==> config.mk <==
export PLATFORM = sky130hd
export DESIGN_NAME = tec_ram
export DESIGN_NICKNAME = d
export VERILOG_FILES = /design/src/rtl/tec_ram.sv
export SDC_FILE = /design/constraint.sdc
export NUM_CORES = 1
export LEC_CHECK = 0
export ABC_AREA = 1
export BUFFER_PORTS_ARGS = -buffer_cell sky130_fd_sc_hd__clkbuf_2
export CORE_ASPECT_RATIO = 1.25
export CORE_MARGIN = 10
export CORE_UTILIZATION = 40
export DETAILED_ROUTE_END_ITERATION = 8
export GPL_TIMING_DRIVEN = 0
export PLACE_DENSITY = 0.52
export SLEW_MARGIN = 20
export SYNTH_ARGS = -nofsm -noshare
export SYNTH_HDL_FRONTEND = slang
export SYNTH_SLANG_ARGS = --single-unit
export TNS_END_PERCENT = 50
==> constraint.sdc <==
create_clock -name clk_i -period 1.2 [get_ports clk_i]
set_input_delay 0 -clock clk_i [delete_from_list [all_inputs] [get_ports clk_i]]
set_output_delay 0 -clock clk_i [all_outputs]
set_load 0.01 [all_outputs]
==> src/rtl/tec_ram.sv <==
// -----------------------------------------------------------------------------
// tec_ram: generic single-write, single-read synchronous RAM.
// Read data is registered and holds until the next read.
// -----------------------------------------------------------------------------
module tec_ram #(
  parameter int unsigned WIDTH = 8,
  parameter int unsigned DEPTH = 16,
  localparam int unsigned AW = (DEPTH > 1) ? $clog2(DEPTH) : 1
) (
  input  logic             clk_i,
  input  logic             we_i,
  input  logic [AW-1:0]    waddr_i,
  input  logic [WIDTH-1:0] wdata_i,
  input  logic             re_i,
  input  logic [AW-1:0]    raddr_i,
  output logic [WIDTH-1:0] rdata_o
);

  logic [WIDTH-1:0] mem_q [DEPTH];
  logic [WIDTH-1:0] rdata_q;

  // Storage write and registered read.
  always_ff @(posedge clk_i) begin
    if (we_i) begin
      mem_q[waddr_i] <= wdata_i;
    end
    if (re_i) begin
      rdata_q <= mem_q[raddr_i];
    end
  end

  assign rdata_o = rdata_q;

endmodule

-- Word level (Yosys, flattened, before mapping)
Memory sizes are Yosys's and may differ from the RTL's. A register that Yosys moved wholly into a read port is not among the register bits.
Index checks and enable logic that the tools add are counted.
- memories: 1
- logic and storage cells: 3
- register bits: 0
- input bits: 19
- memory bits (writable): 128
- output and inout bits: 8
- multiplexer cells: 2
- memory list (name ; words ; bits a word ; rd ports ; clocked after memory_dff ; wr ports ; RTL line ; source):
    mem_q ; 16 ; 8 ; 1 ; 1 ; 1 ; 19 ; logic [WIDTH-1:0] mem_q [DEPTH];
- operators by type and width (kind ; number):
    two-way mux 1 bit ; 2

-- Logic depth before layout (Yosys ltp)
Gate-level depths: netlist of the first run.
- depth in word-level cells: 2
- gate-level depth with buffers: 8
- mapped depth without buffers: 7

-- Least setup slack after synthesis of the first run
OpenSTA, ideal clock, no wires.
- path kind: input -> register
- from: in waddr_i[2]
- to: mem mem_q[10][0] (enable)
- data required time: 0.830 ns
- cell stages on the path: 2
- path buffers: 0
- slack: 0.249 ns
- data arrival time: 0.581 ns
- library setup time: 0.370 ns
- cells stage by stage: nand3b_1 -> nor2_1
- RTL lines (element ; RTL line ; source):
    from (decl) ; 12 ; input logic [AW-1:0] waddr_i,
    to (decl) ; 19 ;
No word-level cell before the write port.

==> results of run 1 <==
## cells in the mapped netlist, drive strengths merged
cell type	n	area [sq um]
nand3	97	485
buf	24	166
edfxtp	136	4080
inv	102	383
nor2	17	63.8
nand3b	2	15.0
nand2	173	649
## per-stage QoR
stage               util (%)    TNS, ns  setup WS, ns  hold WS [ns]
floorplan                  -          0         0.249        0.0989
global placement        43.1     -20.00        -0.270         0.409
detailed placement      43.1     -23.11        -0.270         0.426
CTS                     47.1          0        0.0451         0.103
global route            47.3  -0.000200     -0.000200         0.107
finish                  47.3          0        0.0452         0.107
## report_power, final
group          internal (uW)  leakage (uW)  switching [uW]  total, uW
combinational            205       0.00141             519        723
sequential              5360       0.00124            25.8       5380
clock                   3200      0.000271            1860       5050
## logic make-up (layout without fill, tap and decap cells)
logic type,count (synthesis),after routing,synth area share [%]
flops,136,136,69.8
simple gates,289,289,20.8
buf+inv,126,180,9.39
## worst register-to-register path, delay by kind of cell (launching register included)
kind,cells,cell delay (ns)
buffers and inverters,1,0.06
AND/OR/NAND/NOR,5,0.47
flip-flops,1,0.38
## registers in the layout, indices dropped and copies added (netlist names)
register / count
mem_q: 128
rdata_o: 8
## final timing paths
| check | startpoint | end | slack [ns] | cells past startpoint |
|---|---|---|---|---|
| max | mem_q[2][7]$_DFFE_PP_ | rdata_o[7]$_DFFE_PP_ | 0.05 | 6 |
| min | wdata_i[6] | mem_q[13][6]$_DFFE_PP_ | 0.11 | 1 |
| min reg2reg | mem_q[12][5]$_DFFE_PP_ | rdata_o[5]$_DFFE_PP_ | 0.74 | 6 |
| max reg2reg | mem_q[2][7]$_DFFE_PP_ | rdata_o[7]$_DFFE_PP_ | 0.05 | 6 |
## layer usage
metal	wire length [um]	global-route usage [%]	vias to the layer above
met1	6370	18.6	1870
li1	-	-	1872
met2	8230	28.3	89
met5	0	0	-
met3	456	2.79	21
met4	274	6.07	0
## cell type report
| class | count | area share (%) |
|---|---|---|
| clock buffer | 18 | 6.32 |
| tap | 178 | 3.28 |
| sequential | 136 | 60.1 |
| inverter | 102 | 5.64 |
| buffer | 24 | 2.45 |
| multi-input combinational | 289 | 18.3 |
| clock inverter | 12 | 1.99 |
| timing repair buffer | 24 | 1.84 |
## repair_timing
| item | 4_1_cts | 5_1_grt |
|---|---|---|
| hold buffers | 1 | 0 |
| gates resized for setup | 0 | 7 |
| setup endpoints to repair | 0 | 4 |
| hold endpoints to repair | 8 | 0 |
==> impl_results.md, run 1 <==
- Longest Clk Path Bufs: 2
- Power Total: 11200 uW
- Via density: 4.92
- Most frequent CP cell: nand3_1
- Antenna viol nets, final: 0
- DRT Wirelength: 15.3 mm
- Placed Cells: 752
- Layout cells sized above 1: 13.2%
- I/O pin cnt: 27
- Die ar.: 19900 sq um
- Most frequent cells in the layout: nand2_1 (172), edfxtp_1 (136), inv_1 (100), nand3_1 (91), clkbuf_2 (23)
- Data required, critical path: 1.36 ns
- CP Capture Type: flip-flop
- Clock root cell: clkbuf_16
- Worst-path fanout max: 1
- Post-layout min period: 1.15 ns
- Unique masters post-synth: 11
- Crit Path Class: reg -> reg
- Routability cong.: 0.906
- First-pass GRT wire length: 23.2 mm
- Hold Vio Cnt, Final: 0
- Fillers: 1374
- Initial DRC count: 346
- Post-Synthesis Cells: 551
- Area delta synth->final: 16.2%
- Row cnt: 49
- Seq/Total Area, Yosys: 69.8%
- Worst-path clk slew: 0.06 ns
- Clock Skews: 0.00440 ns
- Multi-input gate area: 1250 sq um
- HP Class: in -> reg
- Finished Cell Area: 6790 sq um
- GRT overflow: 0
- Buf/Inv on CP: 1
- Port-buffer cells: 23
- Fmax: 866 MHz
- Synthesized area: 5850 sq um
- Seq cells post-synth: 136
- Die W: 128 um
- Post-Layout Cell Count: 783
- Tcrit/Tclk final: 96.2%
- CP max stage delay: 0.38 ns
- # clock sinks: 136
- Worst path cell trace: inv_1 -> nand2_1 -> nand3_1 -> nand3_1 -> nand3_1 -> nand2_1
- Status: finished clean
- RSZ-0062 raised after global routing: yes
- Worst Setup Start Kind: flip-flop
- Slew @ Worst Pin: 0.872 ns
- DRC: 0
- Total GRT Usage: 15.9%
- Avg Inst Size Synth: 10.6 sq um
- Worst path top cell family by delay: simple AND/OR/NAND/NOR gates
- TritonCTS Buffers: 17
- CP max stage cell: edfxtp_1
- Core ar.: 14300 sq um
- Clk_lat worst skew: 0.41 ns
- Vias in the first global route: 3846
- Final count of negative-setup-slack endpoints: 0
- Syn nets: 570
- CTS tree: yes
- Diode count: 0
- Wire per inst: 19.6 um
- DRT Pass-1 Iters: 5
- Worst path arrival time: 1.32 ns
- Fin. max-slew vios: 0
- Initial core utilization: 40.8%
- Largest net degree at the start of global routing: 17
- Leak pwr: 0.00292 uW
- DP Wirelength: 10.5 mm
- Total setup buffers inserted after CTS: 0
- Nets: 613
- Most common cell after layout, fill and taps aside: nand2_1
- VDD IR max: 0.747 mV
- DR vias: 3852
- # H-tree levels: 4
- Pwr Density: 1640 nW/um^2
- Max Cap Viol: 0
- Slew HR: 41.6%
- Post-DP Area: 6180 sq um
- Ys Warns: 0
- Antenna violations before repair: 0
- Die Y-Extent: 155 um
- Sequential Area: 4080 sq um
Power figures use the tool's default switching activity.
==> inputs of run 2 (changes only) <==
--- a/config.mk
+++ b/config.mk
@@ -5,13 +5,11 @@
 export SDC_FILE = /design/constraint.sdc
 export NUM_CORES = 1
 export LEC_CHECK = 0
-export ABC_AREA = 1
 export BUFFER_PORTS_ARGS = -buffer_cell sky130_fd_sc_hd__clkbuf_2
 export CORE_ASPECT_RATIO = 1.25
 export CORE_MARGIN = 10
 export CORE_UTILIZATION = 40
 export DETAILED_ROUTE_END_ITERATION = 8
-export GPL_TIMING_DRIVEN = 0
 export PLACE_DENSITY = 0.52
 export SLEW_MARGIN = 20
 export SYNTH_ARGS = -nofsm -noshare
==> impl_results.md, run 2 <==
- Status: complete, but fails checks
- Failing checks: negative setup slack
- Biggest register: mem_q
- Setup tns final: -1.33 ns
- Data required, critical path: 1.36 ns
- DP Wirelength: 7.10 mm
- Initial core utilization: 40.9%
- Die ar.: 18100 sq um
- Slew @ Worst Pin: 0.883 ns
- Port-buffer cells: 26
- Hold_sp: wdata_i[6]
- Layout cells sized above 1: 39.9%
- Leak pwr: 0.00208 uW
- Biggest area consumer among synthesized cells: edfxtp_1
- Nets: 312
- Routability cong.: 0.760
- Largest family of logic cells by synthesized area: multiplexers
- TritonCTS Buffers: 17
- Diode count: 0
- Core ar.: 12800 sq um
- Total GRT Usage: 12.7%
- Area delta synth->final: 20.2%
- VDD IR max: 1.02 mV
- GRT overflow: 0
- # H-tree levels: 4
- Post-synth ARST share: 0%
- Synth Area in Compound Gates: 2.30%
- Post-Layout Cell Count: 474
- Row cnt: 46
- Worst hold slack: 0.0196 ns
- Worst-path fanout max: 1
- Post-Synthesis Cells: 229
- Die W: 122 um
- Worst Setup Start Kind: flip-flop
- Tcrit/Tclk final: 115%
- Wire per inst: 21.9 um
- Top-count cell post-synth: edfxtp_1
- Via density: 5.15
- Largest cells by area after synthesis: edfxtp_1 (78%), mux4_2 (7.8%), mux4_1 (7.0%), a22oi_1 (2.3%), nor2_1 (0.93%)
- Antenna violations before repair: 0
- Largest net degree at the start of global routing: 25
- Post-synth EDFFs: 136
- # clock sinks: 136
- Most frequent cells in the layout: edfxtp_1 (136), mux4_2 (32), clkbuf_2 (26), buf_4 (26), clkbuf_16 (17)
- Syn nets: 248
- Seq cells post-synth: 136
- Fin. max-slew vios: 0
- Unique masters post-synth: 18
- Initial DRC count: 181
- Pwr Density: 1710 nW/um^2
- Slew HR: 40.9%
- Seq/Total Area, Yosys: 78.1%
- Max Cap Viol: 0
- DRT Pass-1 Iters: 4
- Worst-path clk slew: 0.05 ns
- Reg2reg start: mem_q[11][2]$_DFFE_PP_
- I/O pin cnt: 27
- Die Y-Extent: 148 um
- CP max stage cell: mux4_2
- CP Capture Type: flip-flop
- Worst path arrival time: 1.54 ns
- Fmax: 724 MHz
- Crit Path Class: reg -> reg
- Placed Cells: 442
- DRC: 0
- CTS tree: yes
- HP Class: in -> reg
- Fillers: 1111
- Longest Clk Path Bufs: 2
- Antenna viol nets, final: 0
- Hold Vio Cnt, Final: 0
- Max reg flops: 128
- Avg Inst Size Synth: 22.8 sq um
- Hold_buf cts: 0
- Primary FF master, synth: edfxtp_1
- Synth top area share: 78.1%
- Final count of negative-setup-slack endpoints: 8
- Post-synth top cells: edfxtp_1 (136), mux4_2 (18), a22oi_1 (16)
- Adder-Cell Fraction of Synth Area: 0%
- Clock root cell: clkbuf_16
- RSZ-0062 raised after global routing: yes
- Clk_lat worst skew: 0.41 ns
- Clock Skews: 0.00742 ns
- Ys Warns: 0
- DR vias: 2443
- Total setup buffers inserted after CTS: 0
- CP max stage delay: 0.49 ns
- First-pass GRT wire length: 16.3 mm
- DRT Wirelength: 10.4 mm
- Vias in the first global route: 2719
- Worst path cell trace: mux4_2 -> a22oi_2 -> nand2_1
- Crit path launch: mem_q[11][2]$_DFFE_PP_
- Area share of xor/xnor cells in the synthesized design: 0%
- Post-layout min period: 1.38 ns
- Post-synthesis mux area share: 14.8%
- Synthesized area: 5230 sq um
- Most common cell after layout, fill and taps aside: edfxtp_1
- Setup slack after layout: -0.181 ns
- Post-Synth Simple-Gate Area: 3.14%
==> run 2: cell count changes after synthesis, sizes merged, moves of 16 or more <==
| cell | change |
|---|---|
| a22oi | +16 |
| buf | -17 |
| inv | -102 |
| mux4 | +32 |
| nand2 | -164 |
| nand3 | -96 |
==> run 2: what timing repair did <==
action	4_1_cts	5_1_grt
gates resized for setup	8	1
endpoints found under the setup margin	8	8
pin swaps	0	1
==> run 2: area by class of cell <==
class,instances,area (sq um),share of cell area (%)
sequential,136,4080,65.0
timing repair buffer,55,385,6.13
multi-input combinational,83,1050,16.8
clock inverter,10,104,1.65
clock buffer,22,444,7.07
tap,168,210,3.35
==> run 2: through the flow <==
stage	power, uW	instance area (sq um)	utilization, %	worst slack [ns]
final	10700	6280	49.2	-0.181
after global routing	11100	6280	49.2	-0.285
after CTS	10800	6280	49.1	-0.193
after detailed placement	6030	5690	44.5	-0.393
after global placement	6020	5690	44.5	-0.401
after floorplan	5760	5180	-	-0.0664
==> run 2: cells by family (layout without fill, tap and decap cells) <==
logic type	Yosys count	count (layout)
AO/OA/AOI/OAI	16	16
multiplexers	32	32
buffers and inverters	10	87
AND/OR/NAND/NOR	35	35
flip-flops	136	136
==> run 2: final timing paths <==
path              slack (ns)                    end  cells after the start
setup / recovery       -0.18   rdata_o[2]$_DFFE_PP_                      3
hold / removal          0.02  mem_q[6][6]$_DFFE_PP_                      1
setup reg to reg       -0.18   rdata_o[2]$_DFFE_PP_                      3
hold reg to reg         0.74   rdata_o[5]$_DFFE_PP_                      3
==> run 2: power by group <==
group	leakage, uW	internal [uW]	total [uW]	switching (uW)
Combinational	0.000587	248	552	304
Clock	0.000257	3020	4790	1770
Sequential	0.00124	5360	5390	32.6
==> run 2: routing by layer <==
layer | vias up | share of wire [%] | GRT usage (%)
li1 | 1100 | - | -
met1 | 1283 | 43 | 15.2
met3 | 8 | 3.5 | 3.54
met4 | 0 | 1.4 | 6.20
met2 | 52 | 52 | 20.5
met5 | - | 0 | 0
==> run 2: critical path: cells and delay by family (launching register included) <==
family / cells / cell delay, ns
DFF: 1 / 0.37
muxes: 1 / 0.49
AOI/OAI and AO/OA: 1 / 0.21
and+or+nand+nor: 1 / 0.06
==> inputs of run 3 (changes only) <==
--- a/config.mk
+++ b/config.mk
@@ -10,6 +10,7 @@
 export CORE_MARGIN = 10
 export CORE_UTILIZATION = 40
 export DETAILED_ROUTE_END_ITERATION = 8
+export MAX_ROUTING_LAYER = met4
 export PLACE_DENSITY = 0.52
 export SLEW_MARGIN = 20
 export SYNTH_ARGS = -nofsm -noshare
==> impl_results.md, run 3 (same netlist as run 2, synthesis figures left out) <==
- Fmax: 725 MHz
- HP Class: in -> reg
- Data required, critical path: 1.36 ns
- Core ar.: 12800 sq um
- Most frequent cells in the layout: edfxtp_1 (136), mux4_2 (32), clkbuf_2 (26), buf_4 (26), clkbuf_16 (17)
- Sequential power share: 50.2%
- Die W: 122 um
- Hold_buf cts: 0
- Post-Place Worst Slack: -0.393 ns
- # H-tree levels: 4
- Biggest register: mem_q
- Worst Setup Start Kind: flip-flop
- Layout cells sized above 1: 39.9%
- Leak pwr: 0.00208 uW
- Longest Clk Path Bufs: 2
- CP max stage delay: 0.49 ns
- TritonCTS Buffers: 17
- Slew @ Worst Pin: 0.887 ns
- Tcrit/Tclk final: 115%
- CP Capture Type: flip-flop
- Initial core utilization: 40.9%
- Vias in the first global route: 2706
- Status: complete, but fails checks
- GRT overflow: 0
- R2R setup slack: -0.18 ns
- Post-layout min period: 1.38 ns
- Die ar.: 18100 sq um
- Sw power: 2110 uW
- I/O pin cnt: 27
- Fin. max-slew vios: 0
- Pint: 8630 uW
- Routability cong.: 0.770
- Hold Vio Cnt, Final: 0
- First-pass GRT wire length: 16.3 mm
- Antenna viol nets, final: 0
- Die Y-Extent: 148 um
- Max Cap Viol: 0
- RSZ-0062 raised after global routing: yes
- Worst path cell trace: mux4_2 -> a22oi_2 -> nand2_1
- Setup tns final: -1.33 ns
- CTS tree: yes
- CP max stage cell: mux4_2
- DRT Pass-1 Iters: 4
- Clk_lat worst skew: 0.41 ns
- DRC: 0
- Worst-path clk slew: 0.05 ns
- Final count of negative-setup-slack endpoints: 8
- Failing checks: negative setup slack
- Clock power share: 44.6%
- Crit Path Class: reg -> reg
- Antenna violations before repair: 0
- Largest net degree at the start of global routing: 25
- # clock sinks: 136
- Worst-path fanout max: 1
- Pwr Density: 1710 nW/um^2
- Max reg flops: 128
- Row cnt: 46
- DP Wirelength: 7.10 mm
- Clock root cell: clkbuf_16
- Clock Skews: 0.00522 ns
- DR vias: 2447
- Worst path arrival time: 1.54 ns
- Wire per inst: 21.9 um
- Combinational share of power: 5.1%
- Initial DRC count: 156
- Area delta synth->final: 20.2%
- Slew HR: 40.6%
- VDD IR max: 1.02 mV
- Net Sw Frac: 19.6%
- Nets: 312
- Total GRT Usage: 13.0%
- Diode count: 0
- Port-buffer cells: 26
- Most common cell after layout, fill and taps aside: edfxtp_1
- Core Util, Final: 49.2%
- Setup slack after layout: -0.180 ns
- Via density: 5.16
- DRT Wirelength: 10.4 mm
## run 3: cell counts in the layout (fill, tap and decap cells not counted)
No cell type changed its count.
## run 3: power groups by stage
| stage | combinational, uW | sequential, uW | clock, uW |
|---|---|---|---|
| floorplan | 280 | 5480 | 0 |
| global placement | 537 | 5480 | 0 |
| detailed placement | 546 | 5490 | 0 |
| CTS | 566 | 5390 | 4880 |
| global route | 608 | 5400 | 5100 |
| finish | 552 | 5390 | 4790 |
## run 3: final cells by class
type / count / area, sq um
fillers: 1111 / 6490
flip-flops and latches: 136 / 4080
multi-input cells: 83 / 1050
clock buffers: 22 / 444
repair buffers: 55 / 385
well taps: 168 / 210
clock inverters: 10 / 104
## run 3: metrics by stage
stage	cell area, sq um	total power [uW]	cells	hold slack, ns
2_1_floorplan	5180	5760	229	0.0989
4_1_cts	6280	10800	474	0.00670
6_report	6280	10700	474	0.0194
5_1_grt	6280	11100	474	0.0186
3_5_place_dp	5690	6030	442	0.426
3_3_place_gp	5690	6020	442	0.400
## run 3: routing by layer
metal  global-route usage (%)  routed length [um]  share of wire (%)  up-vias
li1                         -                   -                  -     1098
met1                     15.1                4400                 42     1273
met5                        -                   0                  0        -
met4                     6.20                 167                1.6        0
met2                     20.5                5350                 52       67
met3                     3.47                 467                4.5        9
## run 3: final timing paths
path / startpoint / end / depth (start not counted)
worst max register to register: mem_q[11][2]$_DFFE_PP_ / rdata_o[2]$_DFFE_PP_ / 3
worst min register to register: mem_q[14][5]$_DFFE_PP_ / rdata_o[5]$_DFFE_PP_ / 3
worst max-delay path: mem_q[11][2]$_DFFE_PP_ / rdata_o[2]$_DFFE_PP_ / 3
worst min-delay path: wdata_i[6] / mem_q[6][6]$_DFFE_PP_ / 1
## run 3: timing repair
action	in CTS	in global routing
pin swaps	0	1
gates resized for setup	8	1
setup buffers	0	0
setup endpoints to repair	8	8
## run 3: critical path, delay by kind of cell, from the launching register on
family | cells | cell delay [ns]
AO/OA/AOI/OAI | 1 | 0.21
flip-flops | 1 | 0.36
multiplexers | 1 | 0.49
AND/OR/NAND/NOR | 1 | 0.06
